==> config.mk <==
export PLATFORM = sky130hd
export DESIGN_NAME = etcs_front
export DESIGN_NICKNAME = d
export VERILOG_FILES = /design/src/rtl/etcs_pkg.sv /design/src/rtl/etcs_front.sv
export SDC_FILE = /design/constraint.sdc
export NUM_CORES = 1
export LEC_CHECK = 0
export ABC_AREA = 1
export BUFFER_PORTS_ARGS = -buffer_cell sky130_fd_sc_hd__buf_2
export CORE_AREA = 2 2 90 92
export DETAILED_ROUTE_END_ITERATION = 16
export DIE_AREA = 0 0 92 94
export SYNTH_ARGS = -nofsm -noshare
export SYNTH_HDL_FRONTEND = slang
export SYNTH_SLANG_ARGS = --single-unit
==> constraint.sdc <==
create_clock -name vclk -period 1.1
set_input_delay 0.11 -clock vclk [all_inputs]
set_output_delay 0.11 -clock vclk [all_outputs]
set_load 0.03 [all_outputs]
==> src/rtl/etcs_pkg.sv <==
// Shared types, codes and sizes for the EEPROM transfer chunk splitter.
// No dependencies; every other file imports this package.
package etcs_pkg;

   localparam int MAX_CHUNKS        = 64;
   localparam int MAX_LENGTH        = 4096;
   localparam int FILL_BUFFER_BYTES = 64;
   localparam int MAX_ADDRESS_BYTES = 4;
   localparam int QUEUE_DEPTH       = 2;

   localparam int IDX_W       = $clog2(MAX_CHUNKS);
   localparam int CNT_W       = $clog2(MAX_CHUNKS + 1);
   localparam int QPTR_W      = $clog2(QUEUE_DEPTH);
   localparam int QCNT_W      = $clog2(QUEUE_DEPTH + 1);
   localparam int DIV_STEPS   = 33;
   localparam int DIV_CNT_W   = $clog2(DIV_STEPS + 1);

   localparam logic [1:0] CMD_READ  = 2'd0;
   localparam logic [1:0] CMD_WRITE = 2'd1;
   localparam logic [1:0] CMD_ERASE = 2'd2;
   localparam logic [1:0] CMD_BAD   = 2'd3;

   localparam logic [2:0] ST_OK          = 3'd0;
   localparam logic [2:0] ST_INVALID     = 3'd1;
   localparam logic [2:0] ST_RANGE       = 3'd2;
   localparam logic [2:0] ST_MISALIGNED  = 3'd3;
   localparam logic [2:0] ST_UNSUPPORTED = 3'd4;
   localparam logic [2:0] ST_TOO_MANY    = 3'd5;

   localparam logic [1:0] KIND_READ  = 2'd0;
   localparam logic [1:0] KIND_WRITE = 2'd1;
   localparam logic [1:0] KIND_FILL  = 2'd2;

   localparam logic [2:0] CSR_MEMORY_SIZE   = 3'd0;
   localparam logic [2:0] CSR_BASE_OFFSET   = 3'd1;
   localparam logic [2:0] CSR_ADDRESS_BYTES = 3'd2;
   localparam logic [2:0] CSR_READ_BLOCK    = 3'd3;
   localparam logic [2:0] CSR_PAGE_SIZE     = 3'd4;
   localparam logic [2:0] CSR_WRITE_ALIGN   = 3'd5;
   localparam logic [2:0] CSR_WRITE_GRANULE = 3'd6;
   localparam logic [2:0] CSR_ERASE_SIZE    = 3'd7;

   typedef struct packed {
      logic [1:0]  command;
      logic [31:0] first_addr;
      logic [12:0] num_bytes;
   } req_type;

   typedef struct packed {
      logic [2:0]  status;
      logic [1:0]  transfer_kind;
      logic [31:0] device_address;
      logic [11:0] buffer_offset;
      logic [12:0] transfer_length;
      logic        last;
   } rsp_type;

   typedef struct packed {
      logic [32:0] memory_size;
      logic [31:0] base_offset;
      logic [2:0]  address_bytes;
      logic [12:0] read_block;
      logic [12:0] page_size;
      logic [12:0] write_align;
      logic [12:0] write_granule;
      logic [12:0] erase_size;
   } cfg_type;

   localparam cfg_type CFG_RESET = '{
      memory_size:   33'd65536,
      base_offset:   32'd0,
      address_bytes: 3'd2,
      read_block:    13'd0,
      page_size:     13'd64,
      write_align:   13'd0,
      write_granule: 13'd0,
      erase_size:    13'd0
   };

   // request after front-end screening; status is ST_OK or the early error
   typedef struct packed {
      logic [1:0]  command;
      logic [31:0] first_addr;
      logic [12:0] num_bytes;
      logic [2:0]  status;
   } desc_type;

   typedef struct packed {
      logic [1:0]  kind;
      logic [31:0] addr;
      logic [11:0] off;
      logic [12:0] len;
   } xfer_type;

   typedef enum logic [3:0] {
      BK_IDLE,
      BK_READ_CHK,
      BK_READ_LOOP,
      BK_WR_CHK,
      BK_WR_ALIGN,
      BK_WR_GRAN,
      BK_WR_PAGE,
      BK_WR_LOOP,
      BK_ER_BLOCK,
      BK_ER_PIECE,
      BK_ER_TRIM,
      BK_ER_NEXT,
      BK_FINISH,
      BK_PRIME,
      BK_OUT,
      BK_STAT
   } back_state_type;

endpackage

==> src/rtl/etcs_front.sv <==
// Front end: screens an incoming request for command, address width and length errors.
// Depends on etcs_pkg.
module etcs_front (
   input  etcs_pkg::req_type  req,
   input  etcs_pkg::cfg_type  cfg,
   output etcs_pkg::desc_type desc
);
   import etcs_pkg::*;

   always_comb begin
      desc.command    = req.command;
      desc.first_addr = req.first_addr;
      desc.num_bytes  = req.num_bytes;
      desc.status     = ST_OK;
      if (req.command == CMD_BAD || cfg.address_bytes == 3'd0 ||
          cfg.address_bytes > 3'(MAX_ADDRESS_BYTES)) begin
         desc.status = ST_INVALID;
      end else if (req.command != CMD_ERASE && req.num_bytes > 13'(MAX_LENGTH)) begin
         desc.status = ST_INVALID;
      end
   end

endmodule

# After elaboration in Yosys (flattened, before gate mapping)
# Cells that the tools add are included.
[totals]
reg_bits = 0
in_bits = 180
output_inout_bits = 50
elab_cells = 10
[classes]
magnitude_cmp = 2
eq_ne = 2
n_mux = 2
reduce_logical = 4
[ops]
columns = ["op", "n"]
rows = [
  ["$gt A13 B13 Y1 const B", 1],
  ["$gt A3 B3 Y1 const B", 1],
  ["$logic_not A3 Y1", 1],
  ["$eq A2 B2 Y1 const B", 1],
  ["$logic_or A1 B1 Y1", 2],
  ["$mux W1", 2],
  ["$ne A2 B2 Y1 const B", 1],
  ["$logic_and A1 B1 Y1", 1],
]

# Logic depth before layout (Yosys ltp)
[logic_depth]
ltp_word = 4
ltp_mapped = 6
mapped_depth_nobuf = 6

# Least setup slack after synthesis
# No wires, ideal clock.
[synth_path]
kind = "in2out"
from = "input port req[6] in the netlist's numbering"
to = "output port desc[0] in the netlist's numbering"
t_arrival_ns = 0.597
required_ns = 0.990
slack_ns = 0.393
path_stages = 6
path_buffers = 0
path_cell_list = "nor2_1 > nand2_1 > nor2_1 > nand2_1 > nand2_1 > nand2_1"
[synth_rtl]
columns = ["item", "line_no", "source"]
rows = [
  ["start, declared", "etcs_front.sv:4", "input etcs_pkg::req_type req,"],
  ["end, declared", "etcs_front.sv:6", "output etcs_pkg::desc_type desc"],
]

==> metrics.md <==
| Metric | Value |
|---|---|
| Initial antenna violation count | `3` |
| Layout cells sized above 1 | `a little over three fifths` |
| Post-CTS sizing | `0` |
| DR iter-0 viols | `5` |
| Total congestion overflow | `0` |
| Worst path most repeated cell | `nand2_1` |
| # rows | `32` |
| DP HPWL | `1523 um` |
| Placed cell count | `158` |
| Initial Util | `6.036%` |
| Post-route ant nets | `0` |
| Leak | `0.1796 nW` |
| Register area | `0 sq um` |
| Highest-count cells in the layout ignoring fill and taps | `34 x buf_2, 8 x nor2_1, 7 x nand2_1, 2 x conb_1` |
| Worst Setup End Kind | `output pin` |
| Sequential group share of total power | `0%` |
| Die height | `94 um` |
| Cell variety after synth | `9` |
| Die ar. | `around 0.0086 sq mm` |
| Clock power share | `0%` |
| Crit path max-delay cell type | `buf_2` |
| Crit Path Class | `input port to output pin` |
| Crit start category | `input port` |
| Largest net degree at the start of global routing | `4` |
| Sequential cell count | `0` |
| Drt total wl | `1597 um` |
| Comb power frac | `100.0%` |
| Max Fclk | `about 1100 MHz` |
| Yosys top cell by area | `buf_4` |
| Endpoints failing hold | `0` |
| Final Wtd Congestion | `between 0.5 and 0.6` |
| Setup TNS Final | `0 ns` |
| Final Max Slew Viols | `0` |
| First drt pass iteration count | `4` |
| Number of post-CTS setup repair buffers | `0` |
| Syn Std Cell Area | `459.2 sq um` |
| Fin cells | `161` |
| Max-Cap Viols | `0` |
| Core area | `0.007607 sq mm` |
| Largest cells by area after synthesis | `buf_4 80%, nor2_1 6.5%, nand2_1 5.7%, a21boi_2 2.5%, and2_0 1.4%` |
| Min Clock Period, post-route | `0.9238 ns` |
| Peak VDD IR | `between 0.03 and 0.04 mV` |
| Cell-internal power | `0.05332 mW` |
| Via density | `between 1.5 and 2` |
| Drt drc | `0` |
| Crit-path cells | `buf_2, nor2_1, and2_0, nand2_1, nand2_1, nand2_1, buf_2` |
| RSZ-0062 raised after global routing | `no` |
| Critical Path RT | `0.99 ns` |
| Final net count | `238` |
| IO buf count | `34` |
| I/O pin total | `230` |
| Via count | `279` |
| Yosys top cell area share | `80.11%` |
| Die width | `92 um` |
| Multi-input gate area | `91.34 sq um` |
| Final Setup Violations | `0` |
| CP Max Fanout | `2` |
| Worst Hold Class | `input port to output pin` |
| Period utilization | `83.98%` |
| CP Data Arrival Time | `between 0.8 and 0.9 ns` |
| Largest stage delay, worst path | `0.17 ns` |
| Global-route wire length before repair | `approximately 1900 um` |
| Avg Cell Area, Syn | `6.560 sq um` |
| Sequential area share after synthesis | `0%` |
| Hold-fix buffers, CTS | `0` |
| Post-Synthesis Cells | `70` |
| Layout clock buffer count | `0` |
| PwrDens | `410.9 mW/mm^2` |
| Area Growth Syn to Fin | `-12.81%` |
| Psw | `0.1112 mW` |
| Sw frac | `67.59%` |
| YS warnings | `0` |
| Outcome | `complete, no violations` |
| Number of fill cells | `919` |
| Vias in the first global route | `269` |
| Commonest non-fill, non-tap cell in the layout | `buf_2` |
| Total GRT Usage | `3.247%` |
| Wirelength per Cell | `9.919 um` |
power by group through the flow:
stage	logic (mW)	registers, mW	clock network [mW]
5_1_grt	0.178	0	0
3_3_place_gp	0.162	0	0
3_5_place_dp	0.166	0	0
6_report	0.165	0	0.000000366
4_1_cts	0.166	0	0
2_1_floorplan	0.357	0	0
worst paths after layout:
| path | endpoint | slack (ns) | from | cells after the start |
|---|---|---|---|---|
| setup / recovery | desc[0] | 0.18 | req[10] | 7 |
| hold / removal | desc[16] | 0.22 | req[13] | 0 |
critical path, delay by kind of cell:
kind | cells | cell delay (ns)
AND/OR/NAND/NOR | 5 | 0.44
buffers and inverters | 2 | 0.27
logic make-up after synthesis:
family                 share of synthesized area, %
buffers and inverters                         80.93
other                                        0.8167
AO/OA/AOI/OAI                                 3.541
AND/OR/NAND/NOR                               14.72
per-stage QoR:
step | total power, mW | worst slack (ns) | hold WS (ns) | cell area (sq um) | util [%]
after global placement | 0.1625 | 0.1489 | 0.2202 | 392.9 | 5.164
after CTS | 0.1659 | 0.1468 | 0.2202 | 392.9 | 5.164
after global routing | 0.1779 | 0.01320 | 0.2200 | 392.9 | 5.164
after floorplan | 0.3575 | 0.3926 | 0.3517 | 462.9 | -
final | 0.1645 | 0.1762 | 0.2200 | 400.4 | 5.263
after detailed placement | 0.1657 | 0.1444 | 0.2202 | 392.9 | 5.164
synth_stat cells, drive strengths merged:
library cell,instances
and2,1
conb,1
a21boi,1
o21ai,1
nor3,1
inv,1
nor2,8
nand2,7
buf,49
per-layer routing:
layer | vias up | part of all wire [%] | track usage (%)
li1 | 138 | - | -
met1 | 107 | 25 | 1.686
met2 | 30 | 34 | 4.044
met3 | 4 | 40 | 6.661
met4 | 0 | 1.3 | 0.9950
met5 | - | 0 | 0
final cells by class:
cell class         instances  area share (%)
diodes                     3           1.875
inverters                  1          0.9375
multi-input cells         21           22.81
well taps                102           31.87
repair buffers            34           42.50
(Power assumes the default switching activity.)
