`config.mk`:
```
export PLATFORM = sky130hd
export DESIGN_NAME = etcs_queue
export DESIGN_NICKNAME = d
export VERILOG_FILES = /design/src/rtl/etcs_pkg.sv /design/src/rtl/etcs_queue.sv
export SDC_FILE = /design/constraint.sdc
export NUM_CORES = 1
export LEC_CHECK = 0
export ABC_AREA = 0
export CORE_MARGIN = 4
export CORE_UTILIZATION = 35
export CTS_CLUSTER_DIAMETER = 200
export CTS_CLUSTER_SIZE = 12
export DETAILED_ROUTE_END_ITERATION = 10
export DONT_BUFFER_PORTS = 1
export SYNTH_ARGS = -nofsm -noshare
export SYNTH_HDL_FRONTEND = slang
export SYNTH_SLANG_ARGS = --single-unit
```
`constraint.sdc`:
```
create_clock -name clock -period 8.5 [get_ports clock]
set_input_delay 0.425 -clock clock [delete_from_list [all_inputs] [get_ports clock]]
set_output_delay 0.425 -clock clock [all_outputs]
set_load 0.01 [all_outputs]
```
`src/rtl/etcs_pkg.sv`:
```
// Shared types, codes and sizes for the EEPROM transfer chunk splitter.
// No dependencies; every other file imports this package.
package etcs_pkg;

   localparam int MAX_CHUNKS        = 64;
   localparam int MAX_LENGTH        = 4096;
   localparam int FILL_BUFFER_BYTES = 64;
   localparam int MAX_ADDRESS_BYTES = 4;
   localparam int QUEUE_DEPTH       = 2;

   localparam int IDX_W       = $clog2(MAX_CHUNKS);
   localparam int CNT_W       = $clog2(MAX_CHUNKS + 1);
   localparam int QPTR_W      = $clog2(QUEUE_DEPTH);
   localparam int QCNT_W      = $clog2(QUEUE_DEPTH + 1);
   localparam int DIV_STEPS   = 33;
   localparam int DIV_CNT_W   = $clog2(DIV_STEPS + 1);

   localparam logic [1:0] CMD_READ  = 2'd0;
   localparam logic [1:0] CMD_WRITE = 2'd1;
   localparam logic [1:0] CMD_ERASE = 2'd2;
   localparam logic [1:0] CMD_BAD   = 2'd3;

   localparam logic [2:0] ST_OK          = 3'd0;
   localparam logic [2:0] ST_INVALID     = 3'd1;
   localparam logic [2:0] ST_RANGE       = 3'd2;
   localparam logic [2:0] ST_MISALIGNED  = 3'd3;
   localparam logic [2:0] ST_UNSUPPORTED = 3'd4;
   localparam logic [2:0] ST_TOO_MANY    = 3'd5;

   localparam logic [1:0] KIND_READ  = 2'd0;
   localparam logic [1:0] KIND_WRITE = 2'd1;
   localparam logic [1:0] KIND_FILL  = 2'd2;

   localparam logic [2:0] CSR_MEMORY_SIZE   = 3'd0;
   localparam logic [2:0] CSR_BASE_OFFSET   = 3'd1;
   localparam logic [2:0] CSR_ADDRESS_BYTES = 3'd2;
   localparam logic [2:0] CSR_READ_BLOCK    = 3'd3;
   localparam logic [2:0] CSR_PAGE_SIZE     = 3'd4;
   localparam logic [2:0] CSR_WRITE_ALIGN   = 3'd5;
   localparam logic [2:0] CSR_WRITE_GRANULE = 3'd6;
   localparam logic [2:0] CSR_ERASE_SIZE    = 3'd7;

   typedef struct packed {
      logic [1:0]  command;
      logic [31:0] first_addr;
      logic [12:0] num_bytes;
   } req_type;

   typedef struct packed {
      logic [2:0]  status;
      logic [1:0]  transfer_kind;
      logic [31:0] device_address;
      logic [11:0] buffer_offset;
      logic [12:0] transfer_length;
      logic        last;
   } rsp_type;

   typedef struct packed {
      logic [32:0] memory_size;
      logic [31:0] base_offset;
      logic [2:0]  address_bytes;
      logic [12:0] read_block;
      logic [12:0] page_size;
      logic [12:0] write_align;
      logic [12:0] write_granule;
      logic [12:0] erase_size;
   } cfg_type;

   localparam cfg_type CFG_RESET = '{
      memory_size:   33'd65536,
      base_offset:   32'd0,
      address_bytes: 3'd2,
      read_block:    13'd0,
      page_size:     13'd64,
      write_align:   13'd0,
      write_granule: 13'd0,
      erase_size:    13'd0
   };

   // request after front-end screening; status is ST_OK or the early error
   typedef struct packed {
      logic [1:0]  command;
      logic [31:0] first_addr;
      logic [12:0] num_bytes;
      logic [2:0]  status;
   } desc_type;

   typedef struct packed {
      logic [1:0]  kind;
      logic [31:0] addr;
      logic [11:0] off;
      logic [12:0] len;
   } xfer_type;

   typedef enum logic [3:0] {
      BK_IDLE,
      BK_READ_CHK,
      BK_READ_LOOP,
      BK_WR_CHK,
      BK_WR_ALIGN,
      BK_WR_GRAN,
      BK_WR_PAGE,
      BK_WR_LOOP,
      BK_ER_BLOCK,
      BK_ER_PIECE,
      BK_ER_TRIM,
      BK_ER_NEXT,
      BK_FINISH,
      BK_PRIME,
      BK_OUT,
      BK_STAT
   } back_state_type;

endpackage

```
`src/rtl/etcs_queue.sv`:
```
// Short request queue between the front end and the transfer generator.
// Depends on etcs_pkg.
module etcs_queue (
   input  logic               clock,
   input  logic               reset,
   input  logic               push,
   input  etcs_pkg::desc_type push_data,
   input  logic               pop,
   output logic               valid,
   output etcs_pkg::desc_type data
);
   import etcs_pkg::*;

   desc_type            slot_ff [QUEUE_DEPTH];
   logic [QPTR_W-1:0]   wr_ptr_ff, wr_ptr_in;
   logic [QPTR_W-1:0]   rd_ptr_ff, rd_ptr_in;
   logic [QCNT_W-1:0]   count_ff, count_in;
   logic                do_push, do_pop;

   assign valid   = (count_ff != '0);
   assign data    = slot_ff[rd_ptr_ff];
   assign do_push = push && (count_ff != QCNT_W'(QUEUE_DEPTH));
   assign do_pop  = pop && valid;

   always_comb begin
      wr_ptr_in = wr_ptr_ff;
      rd_ptr_in = rd_ptr_ff;
      count_in  = count_ff;
      if (do_push) begin
         wr_ptr_in = (wr_ptr_ff == QPTR_W'(QUEUE_DEPTH - 1)) ? '0 : wr_ptr_ff + 1'b1;
      end
      if (do_pop) begin
         rd_ptr_in = (rd_ptr_ff == QPTR_W'(QUEUE_DEPTH - 1)) ? '0 : rd_ptr_ff + 1'b1;
      end
      if (do_push && !do_pop) begin
         count_in = count_ff + 1'b1;
      end else if (!do_push && do_pop) begin
         count_in = count_ff - 1'b1;
      end
   end

   always_ff @(posedge clock) begin
      if (reset) begin
         wr_ptr_ff <= '0;
         rd_ptr_ff <= '0;
         count_ff  <= '0;
      end else begin
         wr_ptr_ff <= wr_ptr_in;
         rd_ptr_ff <= rd_ptr_in;
         count_ff  <= count_in;
      end
   end

   always_ff @(posedge clock) begin
      if (do_push) begin
         slot_ff[wr_ptr_ff] <= push_data;
      end
   end

endmodule

```
# Yosys cells after proc, flatten, opt, wreduce, memory -nomap -nowiden
# Memory sizes are Yosys's and may differ from the RTL's. A register that Yosys moved wholly into a read port is not among the register bits.
# Cells that the tools add are included.
# totals
input_bits	54
latchBits	0
memories	1
romBits	0
regBits	4
mem_bits_rw	100
# op_classes
n_div	0
shifts	0
n_lt_le_gt_ge	0
eq_ne	1
bitwise	0
mul	0
muxes	8
reduce_logical	8
n_addsub	4
# mem_list
name	depth	word_bits	read_ports	rd_clocked_by_memory_dff	wr	line_no	text
slot_ff	2	50	1	1	1	etcs_queue.sv:14	desc_type slot_ff [QUEUE_DEPTH];
# ops
operator	count
2-to-1 mux 1 bit	6
logical AND 1 bit	4
2-to-1 mux 2 bit	2
nonzero test 2 bit	2
adder 1 bit, second input constant	2
adder 2 x 1 -> 2 bit, second input constant	1
zero test 1 bit	2
inequality test 2 bit, second input constant	1
subtractor 2 x 1 -> 2 bit, second input constant	1

# Depth between registers and ports, before layout
# depth
depth_word	6
ltp_mapped	7

# Worst setup path after synthesis
# Ideal clock, no wire load.
# synth_timing
kind	register -> register
from	register count_ff[0]
to	memory slot_ff[1][0] in the netlist's numbering, enable pin
path_buffers	0
arrival_ns	2.699
t_required_ns	8.042
setup_slack_ns	5.343
path_stages_with_launch	4
period_less_slack_ns	3.157
cell_sequence	dfxtp_1 > nand2b_1 > nand2_1 > nor2_1
# synth_between
elab_chain_cells	4
# synth_lines
element	line_no	text
from (decl)	etcs_queue.sv:17	logic [QCNT_W-1:0] count_ff, count_in;
from (signal assigned)	etcs_queue.sv:50	count_ff <= count_in;
inequality test 2 bit	etcs_queue.sv:22	assign do_push = push && (count_ff != QCNT_W'(QUEUE_DEPTH));
logical AND 1 bit	etcs_queue.sv:22	
2-to-1 mux 1 bit	etcs_queue.sv:55	if (do_push) begin
2-to-1 mux 1 bit (implied by the code)	etcs_queue.sv:56	slot_ff[wr_ptr_ff] <= push_data;
to (decl)	etcs_queue.sv:14	
# No other way between the ends.

==> results.toml <==
[clocking]
clock_path_buffers = 2
numCtsBuffers = 9
cts_setup_buffers = 0
clkTransAtPathRegs_ns = 0.09
clockRootBuffer = "clkbuf_8"
cts_resized = 0
postCtsHoldBufs = 0
cts_tree = "built"
h-tree-depth = 3
cts_sinks = 105
clock_latency_ns = 0.35

[hold_path]
hold_class = "in -> reg"

[finish]
design_area_um2 = 4174
drive_gt1_share_pct = 33.85
syn_to_final_growth_pct = 9.413
final_nets = 245
antenna_cells = 0
post-route-util_pct = 39.89

[place]
dp_hpwl_mm = 4.139
place_area_um2 = 3988
numPortBuffers = 0
gp_congestion = 0.6713

[timing]
slew_violations = 0
period_needed_ns = 2.282
period_share_pct = 26.85
rsz0062_at_grt = "false"
finalHoldViolCount = 0
max_slew_margin_pct = 64.76
finalSetupTns_ns = 0
tightest_slew_ns = 0.5274
fmax_ghz = 0.4382
setup_viol = 0
fin_skew_ns = 0.006198

[synthesis]
synth.avg_cell_area_um2 = 20.96
synthMuxAreaShare_pct = 14.76
synthAdderAreaFrac_pct = 0.3280
synth_compound_area_share_pct = 0.7215
synth_area_um2 = 3815
yosys_warnings = 0
synth_cell_types = 18
synth_xor_area_share_pct = 0.6888
synth_cells = 182
synth_top_family_by_area = "multiplexers"
synth-simple-area-share_pct = 1.115
synth-seq-cells = 105
synth_seq_area_share_pct = 81.34
synth.net_count = 237

[pwr]
p_leak_nw = 1.331
max-vdd-ir-drop_mv = 0.09109
power_density_nw_per_um2 = 289.2

[routing]
vias_per_cell = 4.716
drt_iter0_drc = 57
drt_wl_total_mm = 6.235
ant_nets = 0
routedWlPerCell_um = 18.84
drc = 0
drt-pass1-iter-count = 4
num_vias = 1561

[floorplan]
die_w_um = 112.4
ios = 105
dieHeight_um = 112.4
dieArea_um2 = 12630
core_area_um2 = 10460
initial_core_util_pct = 36.46
rows = 37

[worst_setup_path]
crit_type = "reg -> out"
cp.required_ns = 8.08
crit_path_start_kind = "register"
crit_path_end_kind = "primary output"
crit_arrival_ns = 1.86
r2r_slack_ns = 6.49
critical_path.max_fanout = 35

[run_status]
outcome = "completed"

[global_route]
grt_pass1_vias = 1720
antenna_found_initial = 0
grtUsageMet1_pct = 10.43
grt_use_total_pct = 10.24
use_met3_pct = 6.415
grt_max_degree = 36
grt_pass1_wl_mm = 9.487
grt_busiest_layer = "met2"
grt_use_met2_pct = 16.45
grt_overflow = 0

[flow_run]
maxCapViolations = 0
[kinds of logic after synthesis]
| family | after synthesis |
|---|---|
| flip-flops | 105 |
| multiplexers | 50 |
| buffers and inverters | 9 |
| AND/OR/NAND/NOR | 9 |
| AO/OA/AOI/OAI | 5 |
| XOR/XNOR | 3 |
| adder cells (fa/ha/maj) | 1 |
[registers in the layout (all words and copies together), names as in the netlist, named ones only]
name,cells
slot_ff,100
count_ff,2
rd_ptr_ff,1
wr_ptr_ff,1
[stage by stage]
step / worst slack [ns] / hold slack (ns) / instances / total power, mW
6_report: 6.218 / 0.1316 / 331 / 1.207
4_1_cts: 6.120 / 0.09609 / 331 / 1.236
3_3_place_gp: 6.458 / 0.4852 / 315 / 0.9354
5_1_grt: 6.056 / 0.09360 / 331 / 1.275
3_5_place_dp: 6.448 / 0.4982 / 315 / 0.9417
2_1_floorplan: 5.343 / 0.4705 / 182 / 0.8891
[path summary, 6_finish.rpt]
path / from / to / cells past startpoint
worst max-delay path: register / data[38] / 2
worst min-delay path: reset / rd_ptr_ff / 1
worst max register to register: count_ff[0] / slot_ff[1][26] / 4
worst min register to register: count_ff[1] / count_ff[1] / 2
[where the power goes]
| group | leakage (nW) | switching, mW | internal (mW) |
|---|---|---|---|
| sequential | 0.975 | 0.0263 | 0.646 |
| clock | 0.0913 | 0.154 | 0.134 |
| combinational | 0.264 | 0.147 | 0.0987 |
| total | 1.33 | 0.328 | 0.879 |
[cell usage after synthesis (all sizes together)]
master,number,share of area [%]
xor2,3,0.69
ha,1,0.33
nor2,4,0.39
or3,1,0.16
mux2,50,15
or2,1,0.16
nand2b,1,0.16
o21ai,2,0.26
nand2,1,0.098
inv,3,0.30
dfxtp,5,2.6
clkbuf,1,0.098
a21oi,2,0.26
a21o,1,0.20
nand3,1,0.13
edfxtp,100,79
buf,5,0.66
[critical path: stages (launching register included)]
cell	delay [ns]
dfxtp_2	0.56
buf_4	0.49
mux2_2	0.43
[per-layer routing]
layer / vias up / wire [um]
li1: 718 / -
met5: - / 0
met2: 63 / 3088
met4: 0 / 116
met1: 766 / 2312
met3: 14 / 717
[cell usage in the layout, fill, tap and decap left out, drive strengths merged, types with 2 or more instances in the layout]
| cell type | synthesis | layout |
|---|---|---|
| nor2 | 4 | 4 |
| edfxtp | 100 | 100 |
| clkinv | 0 | 4 |
| inv | 3 | 3 |
| clkbuf | 1 | 10 |
| a21oi | 2 | 2 |
| buf | 5 | 3 |
| dfxtp | 5 | 5 |
| mux2 | 50 | 50 |
| o21ai | 2 | 2 |
| xor2 | 3 | 3 |
[cell type report]
class	instances	area, um2
fill	965	6289
clock inverter	6	58.81
timing repair buffer	3	22.52
clock buffer	10	127.6
sequential	105	3104
tap	136	170.2
multi-input combinational	68	679.4
inverter	3	11.26
No activity file was read; power rests on OpenSTA's default activity.
